<file path="config.mk">
export PLATFORM = sky130hd
export DESIGN_NAME = checksummed_serial_frame_parser
export DESIGN_NICKNAME = d
export VERILOG_FILES = /design/src/design/cfsp_pkg.sv /design/src/design/cfsp_parser.sv /design/src/design/cfsp_out_reg.sv /design/src/design/checksummed_serial_frame_parser.sv
export SDC_FILE = /design/constraint.sdc
export NUM_CORES = 1
export LEC_CHECK = 0
export BUFFER_PORTS_ARGS = -buffer_cell sky130_fd_sc_hd__buf_2
export CORE_UTILIZATION = 60
export DETAILED_ROUTE_END_ITERATION = 8
export GPL_TIMING_DRIVEN = 1
export HOLD_SLACK_MARGIN = 0.15
export PLACE_DENSITY_LB_ADDON = 0.08
export SYNTH_ARGS = -nofsm -noshare
export SYNTH_HDL_FRONTEND = slang
export SYNTH_SLANG_ARGS = --single-unit
</file>
<file path="constraint.sdc">
create_clock -name clk -period 8 [get_ports clk]
set_clock_uncertainty 0.05 [all_clocks]
set_input_delay 1.2 -clock clk [delete_from_list [all_inputs] [get_ports clk]]
set_output_delay 1.2 -clock clk [all_outputs]
set_load 0.01 [all_outputs]
</file>
<file path="src/design/cfsp_pkg.sv">
package cfsp_pkg;

  localparam logic [7:0] HEADER_BYTE = 8'hFF;
  localparam logic [2:0] CMD_COLOR = 3'd1;
  localparam logic [2:0] CMD_QR = 3'd2;
  localparam logic [2:0] CMD_LOCATION = 3'd3;
  localparam logic [2:0] CMD_READY = 3'd5;
  localparam logic [7:0] VALID_MARK = 8'h01;

  localparam int PAYLOAD_KEPT = 4;
  localparam int PIDX_W = $clog2(PAYLOAD_KEPT);

  typedef struct packed {
    logic [2:0] cmd_id;
    logic       checksum_ok;
    logic [7:0] frame_length;
    logic [7:0] valid_byte;
    logic [7:0] value_a;
    logic [7:0] value_b;
    logic [7:0] value_c;
    logic       color_applied;
    logic       color_seen;
    logic       qr_seen;
  } result_t;

endpackage

</file>
<file path="src/design/cfsp_parser.sv">
module cfsp_parser (
  input  logic              clk,
  input  logic              rst,
  input  logic              color_hold,
  input  logic              in_valid,
  output logic              in_ready,
  input  logic [7:0]        in_byte,
  input  logic              res_ready,
  output logic              res_valid,
  output cfsp_pkg::result_t res
);
  import cfsp_pkg::*;

  typedef enum logic [2:0] {
    PH_HEADER,
    PH_CMDID,
    PH_LENGTH,
    PH_DATA,
    PH_CHECK
  } phase_t;

  phase_t     phase;
  logic       held;
  logic [7:0] held_byte;
  logic [7:0] running_sum;
  logic [7:0] byte_count;
  logic [7:0] frame_len;
  logic [2:0] frame_cmd;
  logic [7:0] payload [PAYLOAD_KEPT];
  logic       color_seen_flag;
  logic       qr_seen_flag;

  logic       advance;
  logic       ok;
  logic       applied;
  logic       color_seen_next;
  logic       qr_seen_next;
  logic [7:0] va;
  logic [7:0] vb;
  logic [7:0] vc;
  logic [7:0] count_inc;

  assign advance   = held && ((phase != PH_CHECK) || res_ready);
  assign in_ready  = !held || advance;
  assign res_valid = held && (phase == PH_CHECK);
  assign ok        = (held_byte == running_sum);
  assign count_inc = byte_count + 8'd1;

  always_comb begin
    va = '0;
    vb = '0;
    vc = '0;
    applied = 1'b0;
    color_seen_next = color_seen_flag;
    qr_seen_next = qr_seen_flag;
    case (frame_cmd)
      CMD_COLOR: begin
        va = payload[3];
        vb = payload[2];
        vc = payload[1];
        if (ok && !color_hold) begin
          applied = 1'b1;
          if ((payload[0] == VALID_MARK) || (payload[1] != '0) ||
              (payload[2] != '0) || (payload[3] != '0)) begin
            color_seen_next = 1'b1;
          end
        end
      end
      CMD_QR: begin
        va = payload[1];
        vb = payload[2];
        vc = payload[3];
        if (ok && (payload[0] == VALID_MARK)) begin
          qr_seen_next = 1'b1;
        end
      end
      CMD_LOCATION: begin
        va = payload[1];
        vb = payload[2];
      end
      default: begin
      end
    endcase
  end

  always_comb begin
    res.cmd_id        = frame_cmd;
    res.checksum_ok   = ok;
    res.frame_length  = frame_len;
    res.valid_byte    = payload[0];
    res.value_a       = va;
    res.value_b       = vb;
    res.value_c       = vc;
    res.color_applied = applied;
    res.color_seen    = color_seen_next;
    res.qr_seen       = qr_seen_next;
  end

  always_ff @(posedge clk) begin
    if (rst) begin
      held <= 1'b0;
    end else if (in_ready) begin
      held <= in_valid;
    end
    if (in_ready && in_valid) begin
      held_byte <= in_byte;
    end
  end

  always_ff @(posedge clk) begin
    if (rst) begin
      phase <= PH_HEADER;
      running_sum <= '0;
      byte_count <= '0;
      frame_len <= '0;
      frame_cmd <= '0;
      color_seen_flag <= 1'b0;
      qr_seen_flag <= 1'b0;
      for (int i = 0; i < PAYLOAD_KEPT; i++) begin
        payload[i] <= '0;
      end
    end else if (advance) begin
      case (phase)
        PH_HEADER: begin
          running_sum <= '0;
          byte_count <= '0;
          if (held_byte == HEADER_BYTE) begin
            phase <= PH_CMDID;
          end
        end
        PH_CMDID: begin
          if ((held_byte >= {5'd0, CMD_COLOR}) && (held_byte <= {5'd0, CMD_READY})) begin
            frame_cmd <= held_byte[2:0];
            running_sum <= running_sum + held_byte;
            phase <= PH_LENGTH;
          end else begin
            phase <= PH_HEADER;
            running_sum <= '0;
            byte_count <= '0;
          end
        end
        PH_LENGTH: begin
          frame_len <= held_byte;
          running_sum <= running_sum + held_byte;
          byte_count <= '0;
          phase <= (held_byte == '0) ? PH_CHECK : PH_DATA;
        end
        PH_DATA: begin
          if (byte_count < 8'(PAYLOAD_KEPT)) begin
            payload[byte_count[PIDX_W-1:0]] <= held_byte;
          end
          byte_count <= count_inc;
          running_sum <= running_sum + held_byte;
          if (count_inc == frame_len) begin
            phase <= PH_CHECK;
          end
        end
        PH_CHECK: begin
          color_seen_flag <= color_seen_next;
          qr_seen_flag <= qr_seen_next;
          phase <= PH_HEADER;
          running_sum <= '0;
          byte_count <= '0;
        end
        default: begin
          phase <= PH_HEADER;
          running_sum <= '0;
          byte_count <= '0;
        end
      endcase
    end
  end

endmodule

</file>
<file path="src/design/cfsp_out_reg.sv">
module cfsp_out_reg (
  input  logic              clk,
  input  logic              rst,
  input  logic              res_valid,
  output logic              res_ready,
  input  cfsp_pkg::result_t res,
  output logic              out_valid,
  input  logic              out_ready,
  output cfsp_pkg::result_t out_res
);
  import cfsp_pkg::*;

  assign res_ready = !out_valid || out_ready;

  always_ff @(posedge clk) begin
    if (rst) begin
      out_valid <= 1'b0;
    end else if (res_ready) begin
      out_valid <= res_valid;
    end
    if (res_ready && res_valid) begin
      out_res <= res;
    end
  end

endmodule

</file>
<file path="src/design/checksummed_serial_frame_parser.sv">
// Frame parser for a byte-wide serial link. Each slave-side word is one
// received byte. Frames are a 0xFF header, a command id from 1 to 5, a length
// byte, the payload and an 8-bit additive check byte. Only the check byte
// produces a master-side word, which carries the command, the check result,
// the length, the decoded payload fields and the sticky color and QR flags.
// The color_hold register is written through cfg_wr_en and cfg_wr_data; while
// it is set, good color frames are reported but not applied.
// A byte is taken into an input register, then processed against the parser
// state, and a result lands in the output register. The result word is
// therefore presented once its check byte has passed from the input register
// into the output register. One byte is accepted every cycle as long as the
// output register can drain, so the sustained rate is one byte per cycle.
// Reset clears the parser to header hunting, the payload store, the sticky
// flags and color_hold, and empties both registers. When the receiver stalls,
// the result waits in the output register; bytes that produce no result keep
// flowing, and a second check byte waits in the input register until the
// output register frees up.
module checksummed_serial_frame_parser (
  input  logic        clk,
  input  logic        rst,
  input  logic        cfg_wr_en,
  input  logic        cfg_wr_data,
  input  logic        s_tvalid,
  output logic        s_tready,
  input  logic [7:0]  s_tdata,   // rx_byte
  output logic        m_tvalid,
  input  logic        m_tready,
  output logic [47:0] m_tdata    // cmd_id, checksum_ok, frame_length, valid_byte,
                                 // value_a, value_b, value_c, color_applied,
                                 // color_seen, qr_seen, zero pad
);
  import cfsp_pkg::*;

  logic    color_hold;
  logic    res_valid;
  logic    res_ready;
  result_t res;
  result_t out_res;

  always_ff @(posedge clk) begin
    if (rst) begin
      color_hold <= 1'b0;
    end else if (cfg_wr_en) begin
      color_hold <= cfg_wr_data;
    end
  end

  cfsp_parser u_parser (
    .clk        (clk),
    .rst        (rst),
    .color_hold (color_hold),
    .in_valid   (s_tvalid),
    .in_ready   (s_tready),
    .in_byte    (s_tdata),
    .res_ready  (res_ready),
    .res_valid  (res_valid),
    .res        (res)
  );

  cfsp_out_reg u_out_reg (
    .clk       (clk),
    .rst       (rst),
    .res_valid (res_valid),
    .res_ready (res_ready),
    .res       (res),
    .out_valid (m_tvalid),
    .out_ready (m_tready),
    .out_res   (out_res)
  );

  assign m_tdata = {1'b0, out_res.qr_seen, out_res.color_seen, out_res.color_applied,
                    out_res.value_c, out_res.value_b, out_res.value_a,
                    out_res.valid_byte, out_res.frame_length, out_res.checksum_ok,
                    out_res.cmd_id};

endmodule
</file>
### Word-level counts from Yosys, hierarchy flattened

Memories as Yosys holds them, arrays and structs flattened.
Index checks and enable logic that the tools add are counted.

| operators by class | value |
|---|---|
| add/subtract/negate cells | 2 |
| multiplexer cells | 27 |
| equal/unequal tests | 15 |
| reductions and logical operators | 30 |
| magnitude comparators | 3 |

Operators with widths:

| operator | number |
|---|---|
| case mux 8 bit (2 select lines) | 4 |
| 2-to-1 mux 8 bit | 3 |
| nonzero test 8 bit | 3 |
| == test 8 bit | 2 |
| 2-to-1 mux 1 bit | 14 |
| == test 3 x 2 -> 1 bit, second input constant | 4 |
| case mux 3 bit (4 select lines) | 1 |
| 2-to-1 mux 3 bit | 3 |
| adder 8 x 1 -> 8 bit, second input constant | 1 |
| adder 8 bit | 1 |
| == test 8 x 1 -> 1 bit, second input constant | 1 |
| == test 8 bit, second input constant | 1 |
| >= comparator 8 x 1 -> 1 bit, second input constant | 1 |
| <= comparator 8 x 3 -> 1 bit, second input constant | 1 |
| zero test 8 bit | 1 |
| < comparator 8 x 3 -> 1 bit, second input constant | 1 |
| OR reduction 8 bit | 1 |
| logical AND 1 bit | 7 |
| == test 3 x 1 -> 1 bit, second input constant | 2 |
| logical OR 1 bit | 6 |
| AND reduction 2 bit | 3 |
| AND reduction 3 bit | 2 |
| 2-to-1 mux 2 bit | 2 |
| != test 2 x 1 -> 1 bit, second input constant | 2 |
| other kinds (7) | 10 |

| storage, ports and cells | value |
|---|---|
| output and inout port bits | 50 |
| RAM bits | 32 |
| memories kept | 1 |
| logic and storage cells | 99 |
| register bits after elaboration | 90 |

Memories:

| name | words | width | read ports | clocked after Yosys merged registers in | write ports | RTL line | RTL |
|---|---|---|---|---|---|---|---|
| u_parser.payload | 4 | 8 | 4 | 0 | 4 | cfsp_parser.sv:29 | `logic [7:0] payload [PAYLOAD_KEPT];` |

### Longest topological paths before layout

| logic depth | value |
|---|---|
| depth after elaboration | 9 |
| mapped depth | 8 |
| mapped depth without buffers | 7 |

### Modules after synthesis

A second synthesis with hierarchy kept.

| unflattened totals | value |
|---|---|
| cells, all modules | 475 |
| area total of the unflattened synthesis | 5465.2 sq um |

By module, submodules not included:

| module | area an instance (sq um) | instances | cells an instance |
|---|---|---|---|
| cfsp_parser | 3953.8 | 1 | 418 |
| cfsp_out_reg | 1466.4 | 1 | 52 |
| checksummed_serial_frame_parser | 45.0 | 1 | 5 |

### Worst setup path before layout

No wires, ideal clock.

| path | value |
|---|---|
| path kind | input port to flip-flop |
| start | input port m_tready |
| end | register u_out_reg.out_res[0] (netlist name) |
| data arrival time | 3326 ps |
| cell stages on the path | 2 |
| required time | 7496 ps |
| setup slack | 4169 ps |
| cells stage by stage | nor2b_1 nor2_1 |

| on the way | value |
|---|---|
| word-level cells in the longest chain between the ends | 2 |

Ends and longest elaborated chain:

| element | RTL line | RTL |
|---|---|---|
| start: declaration | checksummed_serial_frame_parser.sv:27 | `input logic m_tready,` |
| logical OR 1 bit | cfsp_out_reg.sv:13 | `assign res_ready = !out_valid \|\| out_ready;` |
| logical AND 1 bit | cfsp_out_reg.sv:21 | `if (res_ready && res_valid) begin` |

No other way between the ends.
A chain may end at the register's enable or synchronous reset.

### Worst setup path after layout

| path | value |
|---|---|
| start | input port m_tready |
| end | output port s_tready |

| on the way | value |
|---|---|
| word-level cells in the longest chain between the ends | 4 |

Ends and longest elaborated chain:

| element | RTL line | RTL |
|---|---|---|
| logical OR 1 bit | cfsp_out_reg.sv:13 |  |
| logical OR 1 bit | cfsp_parser.sv:43 | `assign advance = held && ((phase != PH_CHECK) \|\| res_ready);` |
| logical AND 1 bit | cfsp_parser.sv:43 |  |
| logical OR 1 bit | cfsp_parser.sv:44 | `assign in_ready = !held \|\| advance;` |
| end: declaration | checksummed_serial_frame_parser.sv:24 | `output logic s_tready,` |

No other way between the ends.

==> flow_metrics.env <==
export IMPL_status="finished with violations"
export IMPL_violations="DRC"
export IMPL_first_global_vias=3539
export IMPL_rows=34
export IMPL_die_w_um=96.61
export IMPL_ys_warn_count=0
export IMPL_area_delta_synth_final_pct=17.52
export IMPL_grt_pass1_wl_mm=17.46
export IMPL_hold_path_startpoint="u_parser.payload[0][2]$_SDFFCE_PN0P_"
export IMPL_cp_max_fo=5
export IMPL_hold_path_class="reg -> reg"
export IMPL_grt_overflow=0
export IMPL_hold_violations=0
export IMPL_synth_simple_area_share_pct=18.97
export IMPL_crit_family="simple AND/OR/NAND/NOR gates"
export IMPL_synth_compound_area_share_pct=11.25
export IMPL_io_pins=64
export IMPL_clk_insertion_delay_late_ns=0.52
export IMPL_crit_buf_inv=2
export IMPL_crit_top_cell="buf_2"
export IMPL_nNetsFinal=547
export IMPL_gp_congestion=0.8828
export IMPL_path_class="in -> out"
export IMPL_fin_area_sq_um=6311
export IMPL_fmax_mhz=306.0
export IMPL_core_area_sq_um=8678
export IMPL_cts_buffers_inserted=17
export IMPL_clk_pin_slew_ns=0.06
export IMPL_grt_max_degree=38
export IMPL_clockRootBuffer="clkbuf_8"
export IMPL_dieArea_sq_um=9333
export IMPL_drt_vias_per_instance=5.888
export IMPL_crit_start="m_tready"
export IMPL_crit_required_ns=6.75
export IMPL_maxCapViolations=0
export IMPL_ys_seq_elements=122
export IMPL_ys_async_sr_fraction_pct=0
export IMPL_synth_xor_area_share_pct=2.610
export IMPL_ir_worst_vdd_mv=0.1430
export IMPL_fin_crit_ns=3.268
export IMPL_reg2reg_from="u_parser.phase[0]$_SDFFE_PP0P_"
export IMPL_num_vias=3798
export IMPL_firstDrtPassIters=6
export IMPL_drive_gt1_share_pct=18.99
export IMPL_chipHeight_um=96.61
export IMPL_placed_cell_area_sq_um=5734
export IMPL_cp_start_kind="input port"
export IMPL_drtAntennaViolNets=0
export IMPL_yosys_area_top_type="edfxtp_1"
export IMPL_io_buffer_count=62
export IMPL_antenna_found_initial=0
export IMPL_drtIter0Drc=222
export IMPL_dp_hpwl_mm=6.891
export IMPL_cts_sinks=122
export IMPL_fin_crit_sh_pct=40.85
export IMPL_worst_setup_path_end_kind="primary output"
export IMPL_synthesis_nets=488
export IMPL_report_final_setup_viol=0
export IMPL_drc_errors=1
export IMPL_slew_violations=0
export IMPL_yosysTopAreaCellShare_pct=48.65
export IMPL_cts_max_level=4
export IMPL_diodes=0
export IMPL_yosysMostFrequentCell="edfxtp_1"
export IMPL_avgSynthCellArea_sq_um=11.55
export IMPL_rsz0062_at_grt="false"
export IMPL_initial_core_util_pct=61.88
export IMPL_critPathSlowestCell="nor2b_1"
export IMPL_wirelength_mm=10.85
export IMPL_syn_area_sq_um=5370
export IMPL_tightestPinTransition_ns=0.8781
export IMPL_r2r_slack_ns=5.23
export IMPL_ys_seq_area_share_pct=61.70
export IMPL_syn_inst=465
export IMPL_cts_buffer_depth=2
export IMPL_relSlewSlack_pct=41.01
export IMPL_postCtsSetupRepairBufs=0
export IMPL_path_cells="buf_2, nor2b_1, nand4_1, buf_2"
export IMPL_synthTopCellsByArea="edfxtp_1 49%, dfxtp_1 13%, and2_1 5.2%, a22oi_1 3.1%, a21oi_1 2.8%"
export IMPL_ys_types=60
export IMPL_worst_path_largest_cell_delay_ns=0.34
export IMPL_synthMuxAreaShare_pct=0.1864
export IMPL_fillers=604
export IMPL_arrival_ns=2.02
export IMPL_cts_hold_buf=0
export IMPL_synth_fa_ha_area_share_pct=2.237
export IMPL_pwr_density_cell_nw_per_um2=232.3
export IMPL_cts_tree="built"
export IMPL_finalSetupTns_ns=0
export IMPL_synth_top_family_by_area="simple AND/OR/NAND/NOR gates"
export IMPL_utilization_pct=72.72
export IMPL_synth_commonest_cells="87 x edfxtp_1, 45 x and2_1, 37 x nor2_1"
export IMPL_synth_edf_count=87
export IMPL_grt_usage_pct=24.59
export IMPL_synth_ff_type="edfxtp_1"
export IMPL_cts_resized=0
export IMPL_cellLeakagePower_uw=0.002339
export IMPL_wl_per_cell_um=16.83
[power breakdown]
| group | switching, uW | total (uW) | internal, uW |
|---|---|---|---|
| clock | 288 | 736 | 448 |
| combinational | 18.2 | 29.3 | 11.1 |
| sequential | 17.9 | 700 | 682 |
[stage by stage]
| step | setup WS (ns) | hold slack, ns | power, uW | std cells |
|---|---|---|---|---|
| floorplan | 4.169 | 0.3691 | 725.9 | 465 |
| global placement | 4.494 | 0.3818 | 740.8 | 613 |
| detailed placement | 4.444 | 0.3855 | 742.0 | 613 |
| CTS | 4.724 | 0.3977 | 1474 | 645 |
| global route | 4.638 | 0.4047 | 1505 | 645 |
| finish | 4.732 | 0.3949 | 1466 | 645 |
[sequential cells by signal (all words and copies together), names as in the netlist]
name                      count
color_hold                    1
u_out_reg.out_valid           1
u_parser.running_sum          8
u_parser.phase                3
u_parser.color_seen_flag      1
u_parser.payload             32
u_parser.frame_len            8
u_parser.byte_count           8
u_parser.frame_cmd            3
u_parser.held                 1
u_parser.held_byte            8
u_parser.qr_seen_flag         1
u_out_reg.out_res            47
[kinds of logic after synthesis]
| kind of cell | after synthesis |
|---|---|
| XOR/XNOR | 16 |
| adder cells (fa/ha/maj) | 9 |
| other | 1 |
| AND/OR/NAND/NOR | 188 |
| buffers and inverters | 37 |
| AO/OA/AOI/OAI | 91 |
| multiplexers | 1 |
| flip-flops | 122 |
[worst paths after layout]
check	to	cells past startpoint
setup reg to reg	u_parser.payload[0][6]$_SDFFCE_PN0P_	6
setup / recovery	s_tready	4
hold reg to reg	u_out_reg.out_res[29]$_DFFE_PP_	0
hold / removal	u_out_reg.out_res[29]$_DFFE_PP_	0
[cell usage in the layout (no fill, tap or decap), types with 9 or more instances in the layout]
master     Yosys  layout
a21oi_1       30      30
a22oi_1       22      22
and2_1        45      45
and3_1         9       9
buf_2          3      62
clkbuf_16      0      16
dfxtp_1       35      35
edfxtp_1      87      87
inv_1         10      10
nand2_1       31      31
nand3_1       10      10
nor2_1        37      36
nor4_1        15      15
o21ai_0       11      11
xnor2_1       11      11
[cell type report]
type	count	area [sq um]	area share [%]
Tap cell	108	135.1	2.141
Inverter	11	41.29	0.6542
Clock inverter	15	162.7	2.577
Clock buffer	17	414.1	6.562
Sequential cell	122	3313	52.50
Timing Repair Buffer	66	340.3	5.393
Multi-Input combinational cell	306	1904	30.17
[worst reg2reg max path, delay by kind of cell (launching register included)]
kind	cells	cell delay, ns
flip-flops	1	0.49
AND/OR/NAND/NOR	4	1.22
AO/OA/AOI/OAI	1	0.46
buffers and inverters	1	0.21
[per-layer routing]
| layer | vias to the layer above | wire, um | share of wire [%] | global-route usage [%] |
|---|---|---|---|---|
| met1 | 1788 | 4607 | 42 | 30.54 |
| met2 | 150 | 5426 | 50 | 39.76 |
| met5 | - | 0 | 0 | 0 |
| li1 | 1841 | - | - | - |
| met3 | 19 | 590 | 5.4 | 6.864 |
| met4 | 0 | 231 | 2.1 | 11.94 |
(Power assumes the default switching activity.)
